## src/dtcf_pkg.sv

```systemverilog
// Shared types, constants and helper functions for the debug trace character FIFO.
`default_nettype none

package dtcf_pkg;

   // Character store geometry
   localparam int BUFFER_DEPTH = 4096;
   localparam int IDX_W        = $clog2(BUFFER_DEPTH);
   localparam int CNT_W        = $clog2(BUFFER_DEPTH + 1);
   localparam int FILL_W       = 13;

   // Command queue between front and back
   localparam int Q_DEPTH = 2;
   localparam int Q_IDX_W = $clog2(Q_DEPTH);
   localparam int Q_CNT_W = $clog2(Q_DEPTH + 1);

   // Command codes
   localparam logic [2:0] CMD_CHAR  = 3'd0;
   localparam logic [2:0] CMD_DIGIT = 3'd1;
   localparam logic [2:0] CMD_BYTE  = 3'd2;
   localparam logic [2:0] CMD_HEX16 = 3'd3;
   localparam logic [2:0] CMD_HEX32 = 3'd4;
   localparam logic [2:0] CMD_DRAIN = 3'd5;

   // Characters
   localparam logic [7:0] CH_LF      = 8'h0A;
   localparam logic [7:0] CH_CR      = 8'h0D;
   localparam logic [7:0] CH_ZERO    = 8'h30;
   localparam logic [7:0] CH_X       = 8'h78;
   localparam logic [7:0] CH_UPPER_A = 8'h41;

   // Prefix phases: characters of "0x" still to emit
   localparam logic [1:0] PRE_NONE = 2'd0;
   localparam logic [1:0] PRE_X    = 2'd1;
   localparam logic [1:0] PRE_BOTH = 2'd2;

   // Work plan for one item, built by the front and carried out by the back
   typedef struct packed {
      logic        drain;   // pop one character
      logic        cr;      // emit a carriage return first
      logic        raw;     // emit chr as is
      logic [1:0]  pre;     // "0x" characters left
      logic [3:0]  dig;     // hex digits left
      logic [7:0]  chr;     // raw character
      logic [31:0] nib;     // digits, most significant nibble at the top
   } desc_type;

   function automatic logic [7:0] hex_char(input logic [3:0] n);
      if (n < 4'd10) begin
         return CH_ZERO + {4'b0000, n};
      end else begin
         return CH_UPPER_A + {4'b0000, n} - 8'd10;
      end
   endfunction

   function automatic logic [IDX_W-1:0] next_idx(input logic [IDX_W-1:0] i);
      return (i == IDX_W'(BUFFER_DEPTH - 1)) ? '0 : i + 1'b1;
   endfunction

endpackage

`default_nettype wire

```

## src/dtcf_front.sv

```systemverilog
// Front end: classifies incoming commands into work plans and queues them.
`default_nettype none

module dtcf_front import dtcf_pkg::*; (
   input  wire logic        clock,
   input  wire logic        reset,
   input  wire logic        req_valid,
   output      logic        req_ready,
   input  wire logic [2:0]  req_command,
   input  wire logic [31:0] req_value,
   output      logic        desc_valid,
   output      desc_type    desc,
   input  wire logic        desc_pop
);

   desc_type             plan;
   desc_type             q_mem_ff [Q_DEPTH];
   logic [Q_IDX_W-1:0]   head_ff, head_in;
   logic [Q_IDX_W-1:0]   tail_ff, tail_in;
   logic [Q_CNT_W-1:0]   cnt_ff, cnt_in;
   logic                 push;
   logic                 pop;

   // Classify the command into a character plan
   always_comb begin
      plan = '0;
      case (req_command)
         CMD_CHAR: begin
            plan.raw = 1'b1;
            plan.chr = req_value[7:0];
            plan.cr  = (req_value[7:0] == CH_LF);
         end
         CMD_DIGIT: begin
            plan.dig = 4'd1;
            plan.nib = {req_value[3:0], 28'd0};
         end
         CMD_BYTE: begin
            plan.dig = 4'd2;
            plan.nib = {req_value[7:0], 24'd0};
         end
         CMD_HEX16: begin
            plan.pre = PRE_BOTH;
            plan.dig = 4'd4;
            plan.nib = {req_value[15:0], 16'd0};
         end
         CMD_HEX32: begin
            plan.pre = PRE_BOTH;
            plan.dig = 4'd8;
            plan.nib = req_value;
         end
         CMD_DRAIN: begin
            plan.drain = 1'b1;
         end
         default: begin
            plan = '0;
         end
      endcase
   end

   assign req_ready  = (cnt_ff != Q_CNT_W'(Q_DEPTH));
   assign push       = req_valid && req_ready;
   assign desc_valid = (cnt_ff != '0);
   assign pop        = desc_pop && desc_valid;
   assign desc       = q_mem_ff[head_ff];

   always_comb begin
      head_in = pop  ? head_ff + 1'b1 : head_ff;
      tail_in = push ? tail_ff + 1'b1 : tail_ff;
      cnt_in  = cnt_ff;
      if (push && !pop) begin
         cnt_in = cnt_ff + 1'b1;
      end else if (pop && !push) begin
         cnt_in = cnt_ff - 1'b1;
      end
   end

   always_ff @(posedge clock) begin
      if (reset) begin
         head_ff <= '0;
         tail_ff <= '0;
         cnt_ff  <= '0;
      end else begin
         head_ff <= head_in;
         tail_ff <= tail_in;
         cnt_ff  <= cnt_in;
      end
   end

   always_ff @(posedge clock) begin
      if (push) begin
         q_mem_ff[tail_ff] <= plan;
      end
   end

endmodule

`default_nettype wire

```

## config.mk

```make
export PLATFORM = sky130hd
export DESIGN_NAME = dtcf_front
export DESIGN_NICKNAME = d
export VERILOG_FILES = /design/src/dtcf_pkg.sv /design/src/dtcf_front.sv
export SDC_FILE = /design/constraint.sdc
export NUM_CORES = 1
export LEC_CHECK = 0
export BUFFER_PORTS_ARGS = -buffer_cell sky130_fd_sc_hd__buf_2
export CAP_MARGIN = 10
export CORE_MARGIN = 2
export CORE_UTILIZATION = 61
export CTS_BUF_LIST = sky130_fd_sc_hd__clkbuf_4 sky130_fd_sc_hd__clkbuf_8
export CTS_CLUSTER_SIZE = 16
export DETAILED_ROUTE_END_ITERATION = 10
export PLACE_DENSITY = 0.89
export SYNTH_ARGS = -nofsm -noshare
export SYNTH_HDL_FRONTEND = slang
export SYNTH_SLANG_ARGS = --single-unit
```

## constraint.sdc

```tcl
create_clock -name clock -period 3.4 [get_ports clock]
set_input_delay 0.68 -clock clock [delete_from_list [all_inputs] [get_ports clock]]
set_output_delay 0.68 -clock clock [all_outputs]
set_load 0.03 [all_outputs]
```

==> results of run 1 <==
==> cell usage in the layout (no fill, tap or decap), types with 2 or more instances in the layout <==
master,Yosys,routed
a21oi_1,2,2
a22o_1,8,8
a22oi_1,4,4
a2bb2oi_1,2,2
and2_1,27,27
buf_2,5,88
buf_4,2,3
bufinv_16,0,2
clkbuf_8,0,9
dfxtp_1,5,4
edfxtp_1,96,96
inv_6,0,2
mux2_2,48,48
mux2i_1,4,4
nand2_1,6,6
nand2b_1,2,2
nor2_1,4,4
nor2b_4,2,2
o21ai_0,2,2
o22a_1,2,2
o22ai_1,4,4
o2bb2ai_1,4,4
xor2_1,3,3
==> state kept, by name, summed over array words and instances, names as in the netlist, named ones only <==
name,cells
cnt_ff,2
head_ff,1
q_mem_ff,96
tail_ff,1
==> layout make-up <==
class,instances,share of cell area [%]
Sequential cell,101,60.3
Clock buffer,10,2.65
Clock inverter,6,1.90
Tap cell,80,2.02
Inverter,1,0.0758
Multi-Input combinational cell,138,23.7
Timing Repair Buffer,91,9.35
==> kinds of logic after synthesis <==
group                    Yosys count
multiplexers                      52
adder cells (fa/ha/maj)            1
AND/OR/NAND/NOR                   52
buffers and inverters             15
AO/OA/AOI/OAI                     29
other                              1
XOR/XNOR                           3
flip-flops                       101
==> path summary, 6_finish.rpt <==
check	startpoint	endpoint	slack, ns	depth (start not counted)
min	head_ff$_SDFFE_PP0P_	register	0.52	2
max reg2reg	cnt_ff[0]$_SDFFE_PP0P_	q_mem_ff[1][20]$_DFFE_PP_	1.43	3
min reg2reg	head_ff$_SDFFE_PP0P_	register	0.52	2
max	register	desc[42]	0.79	3
==> report_power, final <==
| group | internal, mW | leakage (nW) | switching [mW] | total [mW] |
|---|---|---|---|---|
| clock | 0.429 | 0.111 | 0.408 | 0.838 |
| sequential | 1.56 | 0.967 | 0.0816 | 1.64 |
| combinational | 0.411 | 0.831 | 0.754 | 1.17 |
==> critical path: stages, from the launching register on <==
cell and delay, ns:
dfxtp_2 0.66, buf_4 0.35, mux2_2 0.38, buf_2 0.18
==> per-layer routing <==
metal,global-route usage [%],wire length [um],part of all wire [%]
met1,29.0,3300,39
met2,38.7,4440,52
met3,6.26,686,8.0
met4,8.81,106,1.2
met5,0,0,0
==> through the flow <==
| stage | instance area (sq um) | cells | util, % |
|---|---|---|---|
| 2_1_floorplan | 4260 | 254 | - |
| 3_3_place_gp | 4720 | 411 | 69.9 |
| 3_5_place_dp | 4720 | 411 | 69.9 |
| 4_1_cts | 4950 | 427 | 73.3 |
| 5_1_grt | 4950 | 427 | 73.3 |
| 6_report | 4950 | 427 | 73.3 |
==> flow_summary.ini, run 1 <==
[floorplanning]
die_x_um = 87.5
rows = 30
die_area_sq_um = 7660
fp.dieH_um = 87.5
core_sq_um = 6760
top_level_ports = 90
start_util_pct = 63.0

[clock_network]
clkSinkCount = 101
post-cts-setup-buffers = 0
clock_latency_ns = 0.37
clockBufferDepth = 2
hold_buffers = 0
root_buffer = clkbuf_8
postCtsResizedCells = 0
h-tree-depth = 3
numCtsBuffers = 9
cts_tree = yes
clk_pin_slew_worst_paths_ns = 0.09

[synthesis]
netlist_top_cells_count = edfxtp_1 (96), mux2_2 (48), and2_1 (27), a22o_1 (8), nand2_1 (6)
synth.net_count = 294
syn-cell-area_sq_um = 4260
synth-compound-area-share_pct = 5.29
ys_seq_area_share_pct = 70.1
yosys.area_share.simple_pct = 7.62
async_reset_ff_share_pct = 0
synth.mux.area_fraction_pct = 13.6
yosys_warnings = 0
synthAdderAreaFrac_pct = 0.294
synth_most_common_cell = edfxtp_1
synth_area_per_cell_sq_um = 16.8
synth_edf_count = 96
yosys_register_bits = 101
synth_top_family_by_area = multiplexers
synth_xor_area_share_pct = 0.617
synthTopCellsByArea = edfxtp_1 (68%), mux2_2 (13%), and2_1 (4.0%)
ys.flop_type = edfxtp_1
synth_top_area_share_pct = 67.7
ys_types = 36
synth_top_cell_by_area = edfxtp_1
syn_inst = 254

[finish]
final-seq-area_sq_um = 2980
multi_input_area_sq_um = 1170
drive_gt1_share_pct = 47.3
syn_to_final_growth_pct = 16.3
fin_nets = 382
antenna_cells = 0
fillCellCount = 435

[critical_path]
path_max_fanout = 20
critPathArrivalTime_ns = 1.93
cp_data_required_time_ns = 2.72
critPathKind = reg2out
critPathCaptureType = output port
startpoint_type = register

[timing]
setup_viol = 0
max_freq_mhz = 383
finalHoldViolations = 0
slew_viol_final = 0
finalSetupTns_ns = 0
tightest_slew_ns = 1.06
post-route-min-period_ns = 2.61
slew_headroom_pct = 29.5
holdWs_ns = 0.522
fin_ws_ns = 0.788
fin_crit_sh_pct = 76.8
skew_ns = 0.0123
rsz0062_at_grt = no

[routing]
dr.pass1.iters = 5
drt-vias-per-instance = 5.88
routed_wl_mm = 8.53
drcViolationCount = 0
wl_per_cell_um = 20.0
ant_nets = 0
num_vias = 2511
dr.first_iter.drc_count = 193

[place]
place_ws_ns = 1.16
place_congestion = 0.834
port_buffers = 88
hpwl_mm = 5.64

[global_route]
grt_pass1_wl_mm = 12.8
first_global_vias = 2515
antenna_found_initial = 0
grt_max_degree = 49
overflow = 0
grt_usage_pct = 23.1

[status]
status = complete, no violations

[min_path]
holdCritPathClass = reg2reg

[power]
power_mw = 3.65
p_per_area_nw_per_um2 = 737
irDropWorstVdd_mv = 0.693
leakage_nw = 1.91

[run]
drv_cap = 0
(Power assumes the default switching activity.)
==> inputs of run 2 (changes only) <==
Settings changed: CORE_UTILIZATION 61 to 51, PLACE_DENSITY 0.89 to 0.79.
Clock period 3.4 ns to 2.3 ns, I/O delays scaled along.
==> flow_summary.ini, run 2 (synthesis results as in run 1) <==
[critical_path]
max_stage_delay_ns = 0.40
rr_endpoint = q_mem_ff[0][10]$_DFFE_PP_
cp_data_required_time_ns = 1.84
startpoint_type = register
critPathKind = reg2out
critPathArrivalTime_ns = 1.56
crit_slowest_cell = mux2_2
path_cells = buf_12, mux2_2, buf_2
worstReg2RegStart = cnt_ff[0]$_SDFFE_PP0P_
path_max_fanout = 48
ff2ff_setup_slack_ns = 0.55
reg2reg_depth = 4
critPathCaptureType = output port

[finish]
reg_top3 = q_mem_ff: 96 flops, cnt_ff: 2 flops
top_register = q_mem_ff
antenna_cells = 0
layout_common_cells = edfxtp_1 (96), buf_2 (88), mux2_2 (48), and2_1 (27), clkbuf_8 (9)
largest_reg_flops = 96
post-route-util_pct = 61.6
syn_to_final_growth_pct = 17.8
stdcell_count = 455
drive_gt1_share_pct = 47.7
fin_nets = 385
finish.instance_area_sq_um = 5010
mostFrequentLayoutCell = edfxtp_1

[timing]
rsz0062_at_grt = no
slew_headroom_pct = 60.6
finalHoldViolations = 0
finalSetupTns_ns = 0
holdWs_ns = 0.329
slew_viol_final = 0
max_freq_mhz = 496
fin_ws_ns = 0.282
fin_crit_sh_pct = 87.7
setup_viol = 0
skew_ns = 0.00830
tightest_slew_ns = 0.591
post-route-min-period_ns = 2.02

[routing]
drt-vias-per-instance = 5.34
num_vias = 2431
dr.first_iter.drc_count = 206
drcViolationCount = 0
routed_wl_mm = 8.11
wl_per_cell_um = 17.8
ant_nets = 0
dr.pass1.iters = 4

[clock_network]
root_buffer = clkbuf_8
clockBufferDepth = 2
clock_latency_ns = 0.35
numCtsBuffers = 9
hold_buffers = 0
clkSinkCount = 101
postCtsResizedCells = 0
clk_pin_slew_worst_paths_ns = 0.09
h-tree-depth = 3
cts_tree = yes
post-cts-setup-buffers = 0

[place]
hpwl_mm = 5.39
place_congestion = 0.734
place_ws_ns = 0.292
placed_cells = 439
placed_area_sq_um = 4820
port_buffers = 88

[floorplanning]
top_level_ports = 90
die_area_sq_um = 9090
die_x_um = 95.3
fp.dieH_um = 95.3
core_sq_um = 8130
rows = 33
start_util_pct = 52.3

[power]
p_per_area_nw_per_um2 = 1060
leakage_nw = 1.93
power_mw = 5.29
irDropWorstVdd_mv = 0.595

[global_route]
grt_usage_pct = 18.3
grt_max_degree = 49
grt_pass1_wl_mm = 12.0
overflow = 0
first_global_vias = 2323
antenna_found_initial = 0

[min_path]
holdPathStages = 2
holdCritPathClass = in2reg
hold_path_startpoint = reset
min_to = tail_ff$_SDFFE_PP0P_

[status]
status = complete, no violations

[run]
drv_cap = 0
==> run 2: worst max path at each step <==
stage	from	end	slack, ns	cells past startpoint
3_5_place_dp	req_command[1]	q_mem_ff[0][18]$_DFFE_PP_	0.29	4
5_1_grt	register	desc[29]	0.22	3
3_3_place_gp	req_command[1]	q_mem_ff[0][21]$_DFFE_PP_	0.40	4
6_report	register	desc[47]	0.28	3
4_1_cts	register	desc[30]	0.27	3
2_1_floorplan	cnt_ff[0]$_SDFFE_PP0P_	q_mem_ff[0][0]$_DFFE_PP_	0.06	3
==> run 2: critical path, delay by kind of cell (launching register included) <==
| family | cells | cell delay (ns) |
|---|---|---|
| flip-flops | 1 | 0.35 |
| buffers and inverters | 2 | 0.42 |
| multiplexers | 1 | 0.40 |
==> run 2: final cells by class <==
cell class              instances  area [sq um]
well taps                     105           131
fillers                       617          3120
clock inverters                 5          57.6
repair buffers                 94           523
inverters                       1          3.75
multi-input cells             138          1170
clock buffers                  11           139
flip-flops and latches        101          2980
==> run 2: where the power goes <==
group,total (mW),internal (mW),switching [mW]
registers,2.37,2.30,0.0690
logic,1.81,0.651,1.16
clock network,1.11,0.533,0.575
total,5.29,3.49,1.80
==> run 2: metal layers <==
metal	vias to the layer above	share of wire, %	track usage [%]
li1	1150	-	-
met1	1181	43	25.2
met2	93	50	29.2
met3	7	6.5	3.32
met4	0	1.1	7.13
met5	-	0	0
==> inputs of run 3 (changes only) <==
Settings changed: CORE_UTILIZATION 51 to 50, PLACE_DENSITY 0.79 to 0.78.
==> flow_summary.ini, run 3 (synthesis results as in run 1) <==
[run]
drv_cap = 0

[timing]
slew_headroom_pct = 61.2
finalHoldViolations = 0
fin_crit_sh_pct = 87.8
rsz0062_at_grt = no
post-route-min-period_ns = 2.02
setup_viol = 0
max_freq_mhz = 495
holdWs_ns = 0.312
finalSetupTns_ns = 0
tightest_slew_ns = 0.579
slew_viol_final = 0
skew_ns = 0.00898

[finish]
final-seq-area_sq_um = 2980
reg_top3 = q_mem_ff: 96 flops, cnt_ff: 2 flops
fillCellCount = 632
fin_nets = 383
layout_common_cells = edfxtp_1 (96), buf_2 (88), mux2_2 (48), and2_1 (27), clkbuf_8 (9)
syn_to_final_growth_pct = 17.6
multi_input_area_sq_um = 1170
drive_gt1_share_pct = 47.4
mostFrequentLayoutCell = edfxtp_1
largest_reg_flops = 96
antenna_cells = 0
top_register = q_mem_ff

[place]
port_buffers = 88
place_congestion = 0.787
hpwl_mm = 5.09

[clock_network]
root_buffer = clkbuf_8
hold_buffers = 0
clock_latency_ns = 0.36
clockBufferDepth = 2
numCtsBuffers = 9
clk_pin_slew_worst_paths_ns = 0.09
postCtsResizedCells = 0
h-tree-depth = 3
clkSinkCount = 101
post-cts-setup-buffers = 0
cts_tree = yes

[global_route]
grt_usage_pct = 18.4
antenna_found_initial = 0
grt_max_degree = 49
first_global_vias = 2396
overflow = 0
grt_pass1_wl_mm = 12.1

[routing]
drt-vias-per-instance = 5.38
routed_wl_mm = 7.93
drcViolationCount = 0
ant_nets = 0
dr.pass1.iters = 4
wl_per_cell_um = 17.5
num_vias = 2435
dr.first_iter.drc_count = 161

[critical_path]
critPathKind = reg2out
cp_data_required_time_ns = 1.84
startpoint_type = register
critPathArrivalTime_ns = 1.56
path_max_fanout = 48
critPathCaptureType = output port

[floorplanning]
die_x_um = 96.3
die_area_sq_um = 9270
top_level_ports = 90
rows = 33
fp.dieH_um = 96.3
start_util_pct = 51.8
core_sq_um = 8220

[power]
p_per_area_nw_per_um2 = 1060
leakage_nw = 1.92
irDropWorstVdd_mv = 0.768

[status]
status = complete, no violations

[min_path]
holdCritPathClass = in2reg
-- run 3: cell count changes in the layout (fill, tap and decap cells not counted) --
cell      change
buf_4         -2
clkinv_2      -2
clkinv_4      +1
inv_6         +1
-- run 3: area by class of cell --
class | instances | share of cell area, %
inverter | 1 | 0.0750
sequential | 101 | 59.6
clock buffer | 11 | 2.77
tap | 105 | 2.63
timing repair buffer | 92 | 10.1
clock inverter | 5 | 1.30
multi-input combinational | 138 | 23.5
-- run 3: layer usage --
layer / GRT usage, % / wire (um) / part of all wire, %
met2: 28.6 / 3970 / 50
met5: 0 / 0 / 0
met1: 23.6 / 3190 / 40
met4: 10.7 / 181 / 2.3
met3: 4.23 / 591 / 7.4
-- run 3: critical path: stages, from the launching register on --
cell and delay [ns]:
dfxtp_2 0.35, buf_12 0.26, mux2_2 0.39, buf_2 0.18
-- run 3: stage by stage --
step | power [mW] | util, % | instance area (sq um) | cells | setup slack, ns
finish | 5.30 | 60.9 | 5000 | 453 | 0.282
global route | 5.55 | 60.9 | 5000 | 453 | 0.203
CTS | 5.35 | 60.9 | 5000 | 453 | 0.254
detailed placement | 4.23 | 58.4 | 4800 | 437 | 0.457
global placement | 4.21 | 58.4 | 4800 | 437 | 0.505
floorplan | 3.72 | - | 4260 | 254 | 0.0579
-- run 3: final timing paths --
kind	slack, ns	start	cells past startpoint	end
max	0.28	register	3	desc[25]
min reg2reg	0.52	head_ff$_SDFFE_PP0P_	2	register
min	0.31	reset	2	register
max reg2reg	0.66	cnt_ff[0]$_SDFFE_PP0P_	5	cnt_ff[1]$_SDFFE_PP0P_
-- run 3: power by group --
part	switching (mW)	total, mW	internal, mW
clock network	0.589	1.13	0.541
logic	1.15	1.79	0.641
registers	0.0690	2.37	2.30
